`config.mk`:
```
export PLATFORM = sky130hd
export DESIGN_NAME = utf8_to_utf16_filtering_decoder_core_flat
export DESIGN_NICKNAME = d
export VERILOG_FILES = /design/src/u8u16_pkg.sv /design/src/u8u16_in_if.sv /design/src/u8u16_out_if.sv /design/src/u8u16_cfg_if.sv /design/src/u8u16_front.sv /design/src/u8u16_queue.sv /design/src/u8u16_back.sv /design/src/utf8_to_utf16_filtering_decoder_core.sv /design/src/flat_wrapper.sv
export SDC_FILE = /design/constraint.sdc
export NUM_CORES = 1
export LEC_CHECK = 0
export ABC_AREA = 1
export BUFFER_PORTS_ARGS = -buffer_cell sky130_fd_sc_hd__clkbuf_2
export CELL_PAD_IN_SITES_DETAIL_PLACEMENT = 2
export CELL_PAD_IN_SITES_GLOBAL_PLACEMENT = 2
export CORE_UTILIZATION = 42
export DETAILED_ROUTE_END_ITERATION = 6
export PLACE_DENSITY = 0.95
export RECOVER_POWER = 50
export SLEW_MARGIN = 5
export SYNTH_ARGS = -nofsm -noshare
export SYNTH_HDL_FRONTEND = slang
export SYNTH_HIERARCHICAL = 1
export SYNTH_SLANG_ARGS = --single-unit
```
`constraint.sdc`:
```
create_clock -name clk -period 7.3 [get_ports clk]
set_clock_uncertainty 0.1 [all_clocks]
set_input_delay 1.46 -clock clk [delete_from_list [all_inputs] [get_ports clk]]
set_output_delay 1.46 -clock clk [all_outputs]
set_load 0.02 [all_outputs]
```
`src/u8u16_pkg.sv`:
```
package u8u16_pkg;

    localparam int unsigned QUEUE_DEPTH = 4;

    localparam logic [15:0] CAP_RESET = 16'd256;

    localparam logic [7:0] CHAR_NUL = 8'h00;
    localparam logic [7:0] CHAR_LF  = 8'h0A;
    localparam logic [7:0] CHAR_CR  = 8'h0D;

    // one queued job: an optional code unit, then an optional terminator
    typedef struct packed {
        logic [15:0] unit;
        logic        has_unit;
        logic        has_term;
        logic [15:0] count;
        logic        ovf;
    } entry_t;

    typedef enum logic [1:0] {
        ST_EMPTY,
        ST_UNIT,
        ST_TERM
    } back_state_t;

endpackage

```
`src/u8u16_in_if.sv`:
```
interface u8u16_in_if;
    logic       valid;
    logic       ready;
    logic [7:0] byte_in;
    logic       final_byte;

    modport source (output valid, output byte_in, output final_byte, input ready);
    modport sink (input valid, input byte_in, input final_byte, output ready);
endinterface

```
`src/u8u16_out_if.sv`:
```
interface u8u16_out_if;
    logic        valid;
    logic        ready;
    logic [15:0] code_unit;
    logic        is_terminator;
    logic [15:0] unit_count;
    logic        overflow;
    logic        last_of_run;

    modport source (output valid, output code_unit, output is_terminator,
                    output unit_count, output overflow, output last_of_run,
                    input ready);
    modport sink (input valid, input code_unit, input is_terminator,
                  input unit_count, input overflow, input last_of_run,
                  output ready);
endinterface

```
`src/u8u16_cfg_if.sv`:
```
interface u8u16_cfg_if;
    logic        valid;
    logic        ready;
    logic [15:0] unit_capacity;

    modport source (output valid, output unit_capacity, input ready);
    modport sink (input valid, input unit_capacity, output ready);
endinterface

```
`src/u8u16_front.sv`:
```
module u8u16_front (
    input  logic              clk,
    input  logic              rst_n,
    u8u16_in_if.sink          in_item,
    u8u16_cfg_if.sink         cfg,
    input  logic              q_full,
    output logic              push,
    output u8u16_pkg::entry_t entry
);

    logic [15:0] cap_reg;
    logic [1:0]  pend_reg;
    logic [1:0]  pend_next;
    logic [15:0] acc_reg;
    logic [15:0] acc_next;
    logic [15:0] stored_reg;
    logic [15:0] stored_next;
    logic        ended_reg;
    logic        ended_next;

    logic        accept;
    logic [7:0]  b;
    logic        fin;
    logic [15:0] limit;
    logic [15:0] acc_upd;
    logic [15:0] unit;
    logic        have;
    logic        stop;
    logic        ovf;

    assign cfg.ready     = 1'b1;
    assign in_item.ready = !q_full;
    assign accept        = in_item.valid && in_item.ready;
    assign b             = in_item.byte_in;
    assign fin           = in_item.final_byte;
    // capacity zero wraps to the full 16-bit range
    assign limit         = cap_reg - 16'd1;

    always_comb
    begin
        pend_next   = pend_reg;
        acc_next    = acc_reg;
        stored_next = stored_reg;
        ended_next  = ended_reg;
        acc_upd     = {acc_reg[9:0], b[5:0]};
        unit        = 16'd0;
        have        = 1'b0;
        stop        = 1'b0;
        ovf         = 1'b0;
        entry       = '0;
        push        = 1'b0;
        if (accept)
        begin
            if (ended_reg)
            begin
                // discard up to the last byte of the buffer
                if (fin)
                begin
                    ended_next  = 1'b0;
                    stored_next = 16'd0;
                    pend_next   = 2'd0;
                    acc_next    = 16'd0;
                end
            end
            else
            begin
                if (pend_reg != 2'd0)
                begin
                    acc_next  = acc_upd;
                    pend_next = pend_reg - 2'd1;
                    if (pend_reg == 2'd1)
                    begin
                        have = 1'b1;
                        unit = acc_upd;
                    end
                end
                else if (b == u8u16_pkg::CHAR_NUL)
                begin
                    stop = 1'b1;
                end
                else if (b == u8u16_pkg::CHAR_CR || b == u8u16_pkg::CHAR_LF ||
                         (!b[7] && b[6:5] != 2'b00))
                begin
                    have = 1'b1;
                    unit = {8'h00, b};
                end
                else if (b[7:4] == 4'hE)
                begin
                    acc_next  = {12'h000, b[3:0]};
                    pend_next = 2'd2;
                end
                else if (b[7:5] == 3'b110)
                begin
                    acc_next  = {11'h000, b[4:0]};
                    pend_next = 2'd1;
                end

                if (have)
                begin
                    if (stored_reg == limit)
                    begin
                        stop = 1'b1;
                        ovf  = 1'b1;
                    end
                    else
                    begin
                        entry.unit     = unit;
                        entry.has_unit = 1'b1;
                        stored_next    = stored_reg + 16'd1;
                    end
                end

                if (fin)
                begin
                    stop = 1'b1;
                end

                if (stop)
                begin
                    entry.has_term = 1'b1;
                    entry.count    = stored_next;
                    entry.ovf      = ovf;
                    pend_next      = 2'd0;
                    acc_next       = 16'd0;
                    if (fin)
                    begin
                        stored_next = 16'd0;
                        ended_next  = 1'b0;
                    end
                    else
                    begin
                        ended_next = 1'b1;
                    end
                end

                push = entry.has_unit || entry.has_term;
            end
        end
    end

    always_ff @(posedge clk or negedge rst_n)
    begin
        if (!rst_n)
        begin
            cap_reg    <= u8u16_pkg::CAP_RESET;
            pend_reg   <= 2'd0;
            acc_reg    <= 16'd0;
            stored_reg <= 16'd0;
            ended_reg  <= 1'b0;
        end
        else
        begin
            if (cfg.valid && cfg.ready)
            begin
                cap_reg <= cfg.unit_capacity;
            end
            pend_reg   <= pend_next;
            acc_reg    <= acc_next;
            stored_reg <= stored_next;
            ended_reg  <= ended_next;
        end
    end

endmodule

```
`src/u8u16_queue.sv`:
```
module u8u16_queue #(
    parameter int unsigned Depth = u8u16_pkg::QUEUE_DEPTH
) (
    input  logic              clk,
    input  logic              rst_n,
    input  logic              push,
    input  u8u16_pkg::entry_t wr_entry,
    input  logic              pop,
    output u8u16_pkg::entry_t head,
    output logic              full,
    output logic              empty
);

    localparam int unsigned PtrW = (Depth > 1) ? $clog2(Depth) : 1;
    localparam int unsigned CntW = $clog2(Depth + 1);
    localparam logic [PtrW-1:0] LastPtr = PtrW'(Depth - 1);

    u8u16_pkg::entry_t mem [Depth];

    logic [PtrW-1:0] wr_ptr_reg;
    logic [PtrW-1:0] wr_ptr_next;
    logic [PtrW-1:0] rd_ptr_reg;
    logic [PtrW-1:0] rd_ptr_next;
    logic [CntW-1:0] count_reg;
    logic [CntW-1:0] count_next;
    logic            do_push;
    logic            do_pop;

    assign full    = (count_reg == CntW'(Depth));
    assign empty   = (count_reg == '0);
    assign do_push = push && !full;
    assign do_pop  = pop && !empty;
    assign head    = mem[rd_ptr_reg];

    always_comb
    begin
        wr_ptr_next = wr_ptr_reg;
        rd_ptr_next = rd_ptr_reg;
        count_next  = count_reg;
        if (do_push)
        begin
            wr_ptr_next = (wr_ptr_reg == LastPtr) ? '0 : wr_ptr_reg + PtrW'(1);
        end
        if (do_pop)
        begin
            rd_ptr_next = (rd_ptr_reg == LastPtr) ? '0 : rd_ptr_reg + PtrW'(1);
        end
        if (do_push && !do_pop)
        begin
            count_next = count_reg + CntW'(1);
        end
        else if (do_pop && !do_push)
        begin
            count_next = count_reg - CntW'(1);
        end
    end

    always_ff @(posedge clk)
    begin
        if (do_push)
        begin
            mem[wr_ptr_reg] <= wr_entry;
        end
    end

    always_ff @(posedge clk or negedge rst_n)
    begin
        if (!rst_n)
        begin
            wr_ptr_reg <= '0;
            rd_ptr_reg <= '0;
            count_reg  <= '0;
        end
        else
        begin
            wr_ptr_reg <= wr_ptr_next;
            rd_ptr_reg <= rd_ptr_next;
            count_reg  <= count_next;
        end
    end

endmodule

```
`src/u8u16_back.sv`:
```
module u8u16_back (
    input  logic              clk,
    input  logic              rst_n,
    input  u8u16_pkg::entry_t head,
    input  logic              q_empty,
    output logic              pop,
    u8u16_out_if.source       out_item
);

    u8u16_pkg::back_state_t state_reg;
    u8u16_pkg::back_state_t state_next;
    u8u16_pkg::entry_t      cur_reg;
    logic                   take;

    always_comb
    begin
        state_next             = state_reg;
        take                   = 1'b0;
        out_item.valid         = 1'b0;
        out_item.code_unit     = 16'd0;
        out_item.is_terminator = 1'b0;
        out_item.unit_count    = 16'd0;
        out_item.overflow      = 1'b0;
        out_item.last_of_run   = 1'b0;
        case (state_reg)
            u8u16_pkg::ST_EMPTY:
            begin
                take = 1'b1;
            end
            u8u16_pkg::ST_UNIT:
            begin
                out_item.valid       = 1'b1;
                out_item.code_unit   = cur_reg.unit;
                out_item.last_of_run = !cur_reg.has_term;
                if (out_item.ready)
                begin
                    if (cur_reg.has_term)
                    begin
                        state_next = u8u16_pkg::ST_TERM;
                    end
                    else
                    begin
                        take = 1'b1;
                    end
                end
            end
            u8u16_pkg::ST_TERM:
            begin
                out_item.valid         = 1'b1;
                out_item.is_terminator = 1'b1;
                out_item.unit_count    = cur_reg.count;
                out_item.overflow      = cur_reg.ovf;
                out_item.last_of_run   = 1'b1;
                take                   = out_item.ready;
            end
            default:
            begin
                state_next = u8u16_pkg::ST_EMPTY;
            end
        endcase

        // refill the output register straight from the queue head
        pop = take && !q_empty;
        if (take)
        begin
            if (q_empty)
            begin
                state_next = u8u16_pkg::ST_EMPTY;
            end
            else if (head.has_unit)
            begin
                state_next = u8u16_pkg::ST_UNIT;
            end
            else
            begin
                state_next = u8u16_pkg::ST_TERM;
            end
        end
    end

    always_ff @(posedge clk)
    begin
        if (pop)
        begin
            cur_reg <= head;
        end
    end

    always_ff @(posedge clk or negedge rst_n)
    begin
        if (!rst_n)
        begin
            state_reg <= u8u16_pkg::ST_EMPTY;
        end
        else
        begin
            state_reg <= state_next;
        end
    end

endmodule

```
`src/utf8_to_utf16_filtering_decoder_core.sv`:
```
// channel   dir   payload                                         handshake
// in_item   in    byte_in, final_byte                             valid/ready
// out_item  out   code_unit, is_terminator, unit_count,           valid/ready
//                 overflow, last_of_run
// cfg       in    unit_capacity                                   valid/ready
//
// one byte a cycle is accepted while the queue has room; a byte is decoded in its
// accept cycle and its results pass through the queue and then the output register
// a byte that ends with a unit and a terminator holds the output for both results in
// turn; the queue absorbs that and output stalls up to QueueDepth entries
// rst_n clears decoder state, the queue and the output stage; capacity resets to 256
// cfg is always ready and takes effect on the next accepted byte
module utf8_to_utf16_filtering_decoder_core #(
    parameter int unsigned QueueDepth = u8u16_pkg::QUEUE_DEPTH
) (
    input  logic        clk,
    input  logic        rst_n,
    u8u16_in_if.sink    in_item,
    u8u16_out_if.source out_item,
    u8u16_cfg_if.sink   cfg
);

    u8u16_pkg::entry_t wr_entry;
    u8u16_pkg::entry_t head;
    logic              push;
    logic              pop;
    logic              q_full;
    logic              q_empty;

    u8u16_front u_front (
        .clk     (clk),
        .rst_n   (rst_n),
        .in_item (in_item),
        .cfg     (cfg),
        .q_full  (q_full),
        .push    (push),
        .entry   (wr_entry)
    );

    u8u16_queue #(
        .Depth (QueueDepth)
    ) u_queue (
        .clk      (clk),
        .rst_n    (rst_n),
        .push     (push),
        .wr_entry (wr_entry),
        .pop      (pop),
        .head     (head),
        .full     (q_full),
        .empty    (q_empty)
    );

    u8u16_back u_back (
        .clk      (clk),
        .rst_n    (rst_n),
        .head     (head),
        .q_empty  (q_empty),
        .pop      (pop),
        .out_item (out_item)
    );

`ifndef SYNTH
    // a unit that is not last of its byte is followed by that byte's terminator
    assert property (@(posedge clk) disable iff (!rst_n)
        out_item.valid && out_item.ready && !out_item.last_of_run
        |=> out_item.valid && out_item.is_terminator)
        else $error("unit result not followed by terminator");

    // count and overflow only travel with a terminator
    assert property (@(posedge clk) disable iff (!rst_n)
        out_item.valid && !out_item.is_terminator
        |-> out_item.unit_count == 16'd0 && !out_item.overflow)
        else $error("unit result carries terminator fields");

    // the front never pushes into a full queue
    assert property (@(posedge clk) disable iff (!rst_n)
        push |-> !q_full)
        else $error("push into full queue");

    // the back only pops when it has room for a new entry
    assert property (@(posedge clk) disable iff (!rst_n)
        pop |-> !q_empty && (!out_item.valid || out_item.ready))
        else $error("pop while output stalled");
`endif

endmodule

```
`src/flat_wrapper.sv`:
```
// flat-port wrapper written by rule: the top's interface ports become plain ports
module utf8_to_utf16_filtering_decoder_core_flat 
#(
    parameter int unsigned QueueDepth = u8u16_pkg::QUEUE_DEPTH
)
  (clk, rst_n, in_item_valid, in_item_byte_in, in_item_final_byte, in_item_ready, out_item_valid, out_item_code_unit, out_item_is_terminator, out_item_unit_count, out_item_overflow, out_item_last_of_run, out_item_ready, cfg_valid, cfg_unit_capacity, cfg_ready);
  u8u16_in_if in_item_i ();
  u8u16_out_if out_item_i ();
  u8u16_cfg_if cfg_i ();
  input  logic clk;
  input  logic rst_n;
  input wire logic [$bits(in_item_i.valid)-1:0] in_item_valid;
  input wire logic [$bits(in_item_i.byte_in)-1:0] in_item_byte_in;
  input wire logic [$bits(in_item_i.final_byte)-1:0] in_item_final_byte;
  output wire logic [$bits(in_item_i.ready)-1:0] in_item_ready;
  output wire logic [$bits(out_item_i.valid)-1:0] out_item_valid;
  output wire logic [$bits(out_item_i.code_unit)-1:0] out_item_code_unit;
  output wire logic [$bits(out_item_i.is_terminator)-1:0] out_item_is_terminator;
  output wire logic [$bits(out_item_i.unit_count)-1:0] out_item_unit_count;
  output wire logic [$bits(out_item_i.overflow)-1:0] out_item_overflow;
  output wire logic [$bits(out_item_i.last_of_run)-1:0] out_item_last_of_run;
  input wire logic [$bits(out_item_i.ready)-1:0] out_item_ready;
  input wire logic [$bits(cfg_i.valid)-1:0] cfg_valid;
  input wire logic [$bits(cfg_i.unit_capacity)-1:0] cfg_unit_capacity;
  output wire logic [$bits(cfg_i.ready)-1:0] cfg_ready;
  assign in_item_i.valid = in_item_valid;
  assign in_item_i.byte_in = in_item_byte_in;
  assign in_item_i.final_byte = in_item_final_byte;
  assign in_item_ready = in_item_i.ready;
  assign out_item_valid = out_item_i.valid;
  assign out_item_code_unit = out_item_i.code_unit;
  assign out_item_is_terminator = out_item_i.is_terminator;
  assign out_item_unit_count = out_item_i.unit_count;
  assign out_item_overflow = out_item_i.overflow;
  assign out_item_last_of_run = out_item_i.last_of_run;
  assign out_item_i.ready = out_item_ready;
  assign cfg_i.valid = cfg_valid;
  assign cfg_i.unit_capacity = cfg_unit_capacity;
  assign cfg_ready = cfg_i.ready;
  utf8_to_utf16_filtering_decoder_core #(.QueueDepth(QueueDepth)) u_core (.clk(clk), .rst_n(rst_n), .in_item(in_item_i), .out_item(out_item_i), .cfg(cfg_i));
endmodule
```
==> results of run 1 <==
[where the power goes]
part	internal [uW]	switching [uW]
logic	423	1280
registers	1850	224
clock network	830	572
[metal layers]
metal / vias to the layer above / routed length, microns / GRT usage
li1: 3910 / - / -
met1: 4476 / 15000 / 0.340
met2: 268 / 20000 / 0.534
met3: 94 / 1570 / 0.0372
met4: 0 / 1560 / 0.123
met5: - / 0 / 0
[synthesized netlist by cell type (10+ instances only)]
cell	n	area (sq um)
nand3_2	10	100
ha_1	12	150
edfxtp_1	174	5230
nor2_1	77	289
o21ai_0	20	100
xor2_1	15	131
buf_6	13	146
nand2_1	353	1330
nand2_2	10	62.6
a21oi_1	10	50.1
nand4_1	15	93.8
nand3_1	57	285
inv_1	183	687
o211ai_1	70	526
dfrtp_1	53	1330
buf_2	16	80.1
[final cells by class]
cell class	instances	area share
Sequential cell	228	0.526
Multi-Input combinational cell	708	0.286
Inverter	190	0.0570
Clock buffer	34	0.0568
Tap cell	335	0.0335
Timing Repair Buffer	73	0.0259
Clock inverter	14	0.0152
[stage by stage]
stage,std cells,setup slack [ns],hold WS (ns)
after floorplan,1167,2.28,0.349
after global placement,1534,1.58,0.363
after detailed placement,1534,1.21,0.406
after CTS,1582,1.70,0.424
after global routing,1582,0.800,0.445
final,1582,1.14,0.422
[worst register-to-register path, delay by kind of cell, from the launching register on]
family | cells | cell delay (ns)
buf+inv | 2 | 2.80
compound gates | 1 | 0.50
simple gates | 5 | 0.62
flops | 1 | 1.53
[worst paths after layout]
check	start	to	slack (ns)	depth (start not counted)
worst max register to register	u_core/u_queue/rd_ptr_reg[0]$_DFFE_PN0P_	u_core/u_back/state_reg[1]$_DFFE_PN0P_	1.65	8
min in group asynchronous	rst_n	u_core/u_front/acc_reg[7]$_DFFE_PN0P_	2.08	2
worst max-delay path	in_item_byte_in[6]	u_core/u_queue/mem[0][31]$_DFFE_PP_	1.14	13
worst min-delay path	u_core/u_front/acc_reg[4]$_DFFE_PN0P_	u_core/u_front/acc_reg[4]$_DFFE_PN0P_	0.42	2
worst min register to register	u_core/u_front/acc_reg[4]$_DFFE_PN0P_	u_core/u_front/acc_reg[4]$_DFFE_PN0P_	0.42	2
max in group asynchronous	rst_n	u_core/u_front/stored_reg[1]$_DFFE_PN0P_	3.07	2
[cell families after synthesis]
family / share of synthesized area
simple gates: 0.220
fa+ha+maj: 0.0152
mux: 0.00403
xor+xnor: 0.0188
buf+inv: 0.0899
compound gates: 0.0636
other cells: 0.000335
flops: 0.588
==> impl_metrics.tcl, run 1 <==
set metrics [dict create \
    worst_slew_pin_slew_ns 3.78 \
    seq_area_frac_synth 0.588 \
    status "finished, violations left" \
    antennaDiodeCount 0 \
    placed_area_sq_um 11700 \
    path_cells "clkbuf_1 > nor4_1 > nand3_1 > nand3_1 > nand2_1 > inv_1 > nand3_1 > nand3_1 > nand2_4 > nand2_1 > nand2_1 > nor2_2 > buf_4" \
    cts_resized 0 \
    cts_root_buf "clkbuf_16" \
    cap_violations 4 \
    yosysUniqueCellTypes 42 \
    cts-htree-levels 1 \
    post_cts_buffers 0 \
    synth_top_flop_cell "edfxtp_1" \
    violations "max-capacitance violations, max-slew violations" \
    fmax_mhz 162 \
    synth_seq_cells 228 \
    firstDrtPassIters 4 \
    clk_path_buf_depth 3 \
    clock-sinks 228 \
    nNetsFinal 1270 \
    fin_setup_tns_ns 0 \
    row_count 59 \
    synth_nets 1210 \
    syn_area_per_cell_sq_um 9.58 \
    nFillCells 2791 \
    routed_wl_microns 38100 \
    start_util 0.429 \
    period_share 0.844 \
    cts_inserted_buffers 26 \
    die_height_microns 165 \
    port_buffers 66 \
    p_per_area_nw_per_um2 414 \
    slowest_stage "nor2_2" \
    largest_reg_flops 140 \
    wire_per_inst_microns 24.1 \
    min_path_type "reg -> reg" \
    crit_fanout 27 \
    layout-drive-gt1-share 0.0946 \
    multi_input_area_sq_um 3570 \
    core_sq_um 26100 \
    final_common_cell "nand2_1" \
    synthArstFlopShare 0.237 \
    grt_pass1_wl_microns 58200 \
    grt_use_total 0.291 \
    fin_util 0.480 \
    synth_cells 1167 \
    slew_violations 239 \
    area_growth_pct 11.9 \
    netlist_area_sq_um 11200 \
    path_buf_inv 3 \
    required_ns 7.42 \
    critical-path-max-stage-delay_ns 0.93 \
    end_kind "flip-flop" \
    gp_congestion 0.813 \
    power_uw 5170 \
    drtIter0Drc 584 \
    power_leakage_uw 0.00554 \
    dr_total_vias 8748 \
    worstPathArrival_ns 6.28 \
    ir_drop_v 0.000220 \
    clk_pin_slew_ns 0.06 \
    rsz0062_at_grt "false" \
    criticalPathCategory "in -> reg" \
    grt_max_degree 88 \
    fin_area_sq_um 12500 \
    synth_edf_count 174 \
    min_period_ns 6.16 \
    setup_viol 0 \
    final_cell_mix "nand2_1 (356), inv_1 (187), edfxtp_1 (174), nor2_1 (74), o211ai_1 (70)" \
    startpoint_type "input port" \
    dieWidth_microns 165 \
    ant_nets 0 \
    grt_pass1_vias 9688 \
    overflow 0 \
    cts_tree "done" \
    die_area_sq_um 27300 \
    ctsHoldBuffers 0 \
    ys_warn_count 6 \
    regArea_sq_um 6580 \
    dp_hpwl_microns 25000 \
    clk_latency_ns 0.56 \
    slew_headroom -1.52 \
    cp_top_family "simple AND/OR/NAND/NOR gates" \
    drc 0 \
    worst_path_most_repeated_cell "nand3_1" \
    vias_per_cell 5.53 \
    ioPinCount 68 \
    hold_viol_final 0 \
    antenna_found_initial 0 \
]
Note: power is estimated with default switching activity, not from simulation.
==> inputs of run 2 (changes only) <==
--- a/config.mk
+++ b/config.mk
@@ -5,13 +5,13 @@
 export SDC_FILE = /design/constraint.sdc
 export NUM_CORES = 1
 export LEC_CHECK = 0
-export ABC_AREA = 1
+export ABC_AREA = 0
 export BUFFER_PORTS_ARGS = -buffer_cell sky130_fd_sc_hd__clkbuf_2
 export CELL_PAD_IN_SITES_DETAIL_PLACEMENT = 2
 export CELL_PAD_IN_SITES_GLOBAL_PLACEMENT = 2
-export CORE_UTILIZATION = 42
+export CORE_UTILIZATION = 40
 export DETAILED_ROUTE_END_ITERATION = 6
-export PLACE_DENSITY = 0.95
+export PLACE_DENSITY = 0.86
 export RECOVER_POWER = 50
 export SLEW_MARGIN = 5
 export SYNTH_ARGS = -nofsm -noshare
==> constraint.sdc (replaced) <==
create_clock -name clk -period 5.2 [get_ports clk]
set_clock_uncertainty 0.1 [all_clocks]
set_input_delay 1.04 -clock clk [delete_from_list [all_inputs] [get_ports clk]]
set_output_delay 1.04 -clock clk [all_outputs]
set_load 0.02 [all_outputs]
==> run 2 against run 1 <==
Effect of this change:
- the run still ends with max-capacitance violations, max-slew violations left
- synthesized cell count shrank 42%
- setup slack got worse by 0.80 ns
- utilization is 1.6 points lower
- die area is 3.9% lower
- via count fell by 29%
- area after synthesis down 8.6%
- combinational power fell by 4%
- wire length decreased by 27%
- global-route usage fell by 7.1 points
- critical path depth increased by 3
- power rose by 20%
- critical path type is now reg -> reg
- critical endpoint is now u_core/u_queue/count_reg[2]$_DFFE_PN0P_
- largest cell class unchanged
- largest power group unchanged
==> impl_metrics.tcl, run 2 <==
set metrics [dict create \
    cap_violations 2 \
    nNetsFinal 802 \
    yosys.area.top_type_share 0.511 \
    pwr-share-seq 0.453 \
    required_ns 5.52 \
    slew_headroom -1.23 \
    synth_cells 681 \
    final_common_cell "edfxtp_1" \
    p_per_area_nw_per_um2 533 \
    path_buf_inv 2 \
    syn_area_per_cell_sq_um 15.0 \
    cts_root_buf "clkbuf_16" \
    cts_resized 0 \
    port_buffers 66 \
    clk_latency_ns 0.53 \
    start_util 0.407 \
    rsz0062_at_grt "false" \
    fin_setup_tns_ns 0 \
    path_cells "or4_1 > or3_1 > a2111o_1 > a2111oi_2 > nand4_2 > nor2_4 > o31ai_1 > buf_4 > nand2_1 > nor2b_4 > ha_1 > inv_1 > fa_1 > xor2_1 > nor2_1 > xor2_1" \
    period_share 0.936 \
    min_path_type "reg -> reg" \
    worst_path_most_repeated_cell "xor2_1" \
    synth_top_flop_cell "edfxtp_1" \
    clockPowerShare 0.283 \
    grt_use_total 0.220 \
    dpl_worst_slack_ns 0.399 \
    slew_violations 91 \
    worstPathArrival_ns 5.19 \
    core_sq_um 25100 \
    cp_top_family "simple AND/OR/NAND/NOR gates" \
    cts-htree-levels 1 \
    area_growth_pct 13.9 \
    antennaDiodeCount 0 \
    power_leakage_uw 0.00431 \
    netlist_area_sq_um 10200 \
    dp_hpwl_microns 19400 \
    ir_drop_v 0.000225 \
    dieWidth_microns 162 \
    violations "max-capacitance violations, max-slew violations" \
    yosysUniqueCellTypes 75 \
    ant_nets 0 \
    cts_tree "done" \
    post_cts_buffers 0 \
    synth_edf_count 174 \
    p_sw_frac 0.326 \
    ioPinCount 68 \
    synth_nets 724 \
    startpoint_type "flip-flop" \
    min_period_ns 4.87 \
    crit_fanout 18 \
    met3_wirelength_microns 1180 \
    drtIter0Drc 398 \
    wire_per_inst_microns 25.1 \
    met2_length_microns 14800 \
    criticalPathCategory "reg -> reg" \
    seq_area_frac_synth 0.644 \
    final_cell_mix "edfxtp_1 (174), clkbuf_2 (55), dfrtp_1 (53), nand2_1 (31), mux4_2 (31)" \
    row_count 58 \
    gp_congestion 0.787 \
    grt_pass1_wl_microns 43300 \
    die_area_sq_um 26200 \
    ys_warn_count 6 \
    grt_pass1_vias 6881 \
    critical-path-max-stage-delay_ns 0.65 \
    routed_wl_microns 27800 \
    power.switching_uw 2020 \
    synth_seq_cells 228 \
    layout-drive-gt1-share 0.227 \
    overflow 0 \
    worst_slew_pin_slew_ns 3.34 \
    status "finished, violations left" \
    setup_ws_ns 0.334 \
    clk_path_buf_depth 3 \
    drc 0 \
    cellInternalPower_uw 4180 \
    hold_viol_final 0 \
    grt_max_degree 55 \
    die_height_microns 162 \
    slowest_stage "or4_1" \
    ctsHoldBuffers 0 \
    highest_layer "met4" \
    firstDrtPassIters 4 \
    combPwrFrac 0.263 \
    cts_inserted_buffers 26 \
    setup_viol 0 \
    synthArstFlopShare 0.237 \
    vias_per_cell 5.61 \
    clk_pin_slew_ns 0.06 \
    wl_met1_microns 11400 \
    fmax_mhz 205 \
    netlist_top_cells_count "edfxtp_1 (174), dfrtp_1 (53), and2_1 (39)" \
    yosysMostFrequentCell "edfxtp_1" \
    end_kind "flip-flop" \
    dr_total_vias 6222 \
    nFillCells 2478 \
    antenna_found_initial 0 \
    largest_reg_flops 140 \
    clock-sinks 228 \
    synth_top_area_cell "edfxtp_1" \
    synth_area_leaders "edfxtp_1 (51%), dfrtp_1 (13%), mux4_2 (6.8%)" \
]
run 2: power groups by stage:
stage	Clock, uW	Combinational [uW]	Sequential [uW]
floorplan	0	1260	2650
global placement	0	1540	2770
detailed placement	0	1680	2840
CTS	1800	1720	2820
global route	1850	1770	2860
finish	1760	1630	2810
run 2: metal layers:
layer  GRT usage  vias up
met4      0.0450        0
met1       0.276     3291
met3      0.0306       31
li1            -     2764
met2       0.402      136
met5           0        -
run 2: cell type report:
type	instances	area (sq um)	share of cell area
Inverter	20	75.1	0.00645
Multi-Input combinational cell	400	3330	0.286
Clock buffer	38	726	0.0623
Timing Repair Buffer	83	433	0.0372
Tap cell	330	413	0.0355
Sequential cell	228	6580	0.565
Clock inverter	10	95.1	0.00817
run 2: worst paths after layout:
path | startpoint | endpoint | slack, ns | cells past startpoint
max | u_core/u_front/cap_reg[0]$_DFFE_PN0P_ | u_core/u_queue/count_reg[2]$_DFFE_PN0P_ | 0.33 | 16
min | u_core/u_front/acc_reg[6]$_DFFE_PN0P_ | u_core/u_front/acc_reg[6]$_DFFE_PN0P_ | 0.43 | 1
max reg2reg | u_core/u_front/cap_reg[0]$_DFFE_PN0P_ | u_core/u_queue/count_reg[2]$_DFFE_PN0P_ | 0.33 | 16
min reg2reg | u_core/u_front/acc_reg[6]$_DFFE_PN0P_ | u_core/u_front/acc_reg[6]$_DFFE_PN0P_ | 0.43 | 1
max in group asynchronous | rst_n | u_core/u_front/acc_reg[1]$_DFFE_PN0P_ | 1.49 | 2
min in group asynchronous | rst_n | u_core/u_front/cap_reg[10]$_DFFE_PN0P_ | 1.64 | 2
run 2: stage by stage:
| stage | total power, uW | hold WS [ns] | instance area, sq um | cells | utilization |
|---|---|---|---|---|---|
| finish | 6200 | 0.432 | 11600 | 1109 | 0.464 |
| global route | 6480 | 0.447 | 11600 | 1109 | 0.464 |
| CTS | 6340 | 0.433 | 11700 | 1109 | 0.467 |
| detailed placement | 4520 | 0.416 | 10900 | 1061 | 0.434 |
| global placement | 4310 | 0.387 | 10900 | 1061 | 0.434 |
| floorplan | 3910 | 0.366 | 10200 | 681 | - |
run 2: cells by family after synthesis:
logic type,count (synthesis),share of synthesized area
AO/OA/AOI/OAI,98,0.0672
XOR/XNOR,32,0.0288
adder cells (fa/ha/maj),13,0.0166
buffers and inverters,53,0.0280
flip-flops,228,0.644
multiplexers,55,0.101
other,1,0.000367
AND/OR/NAND/NOR,201,0.114
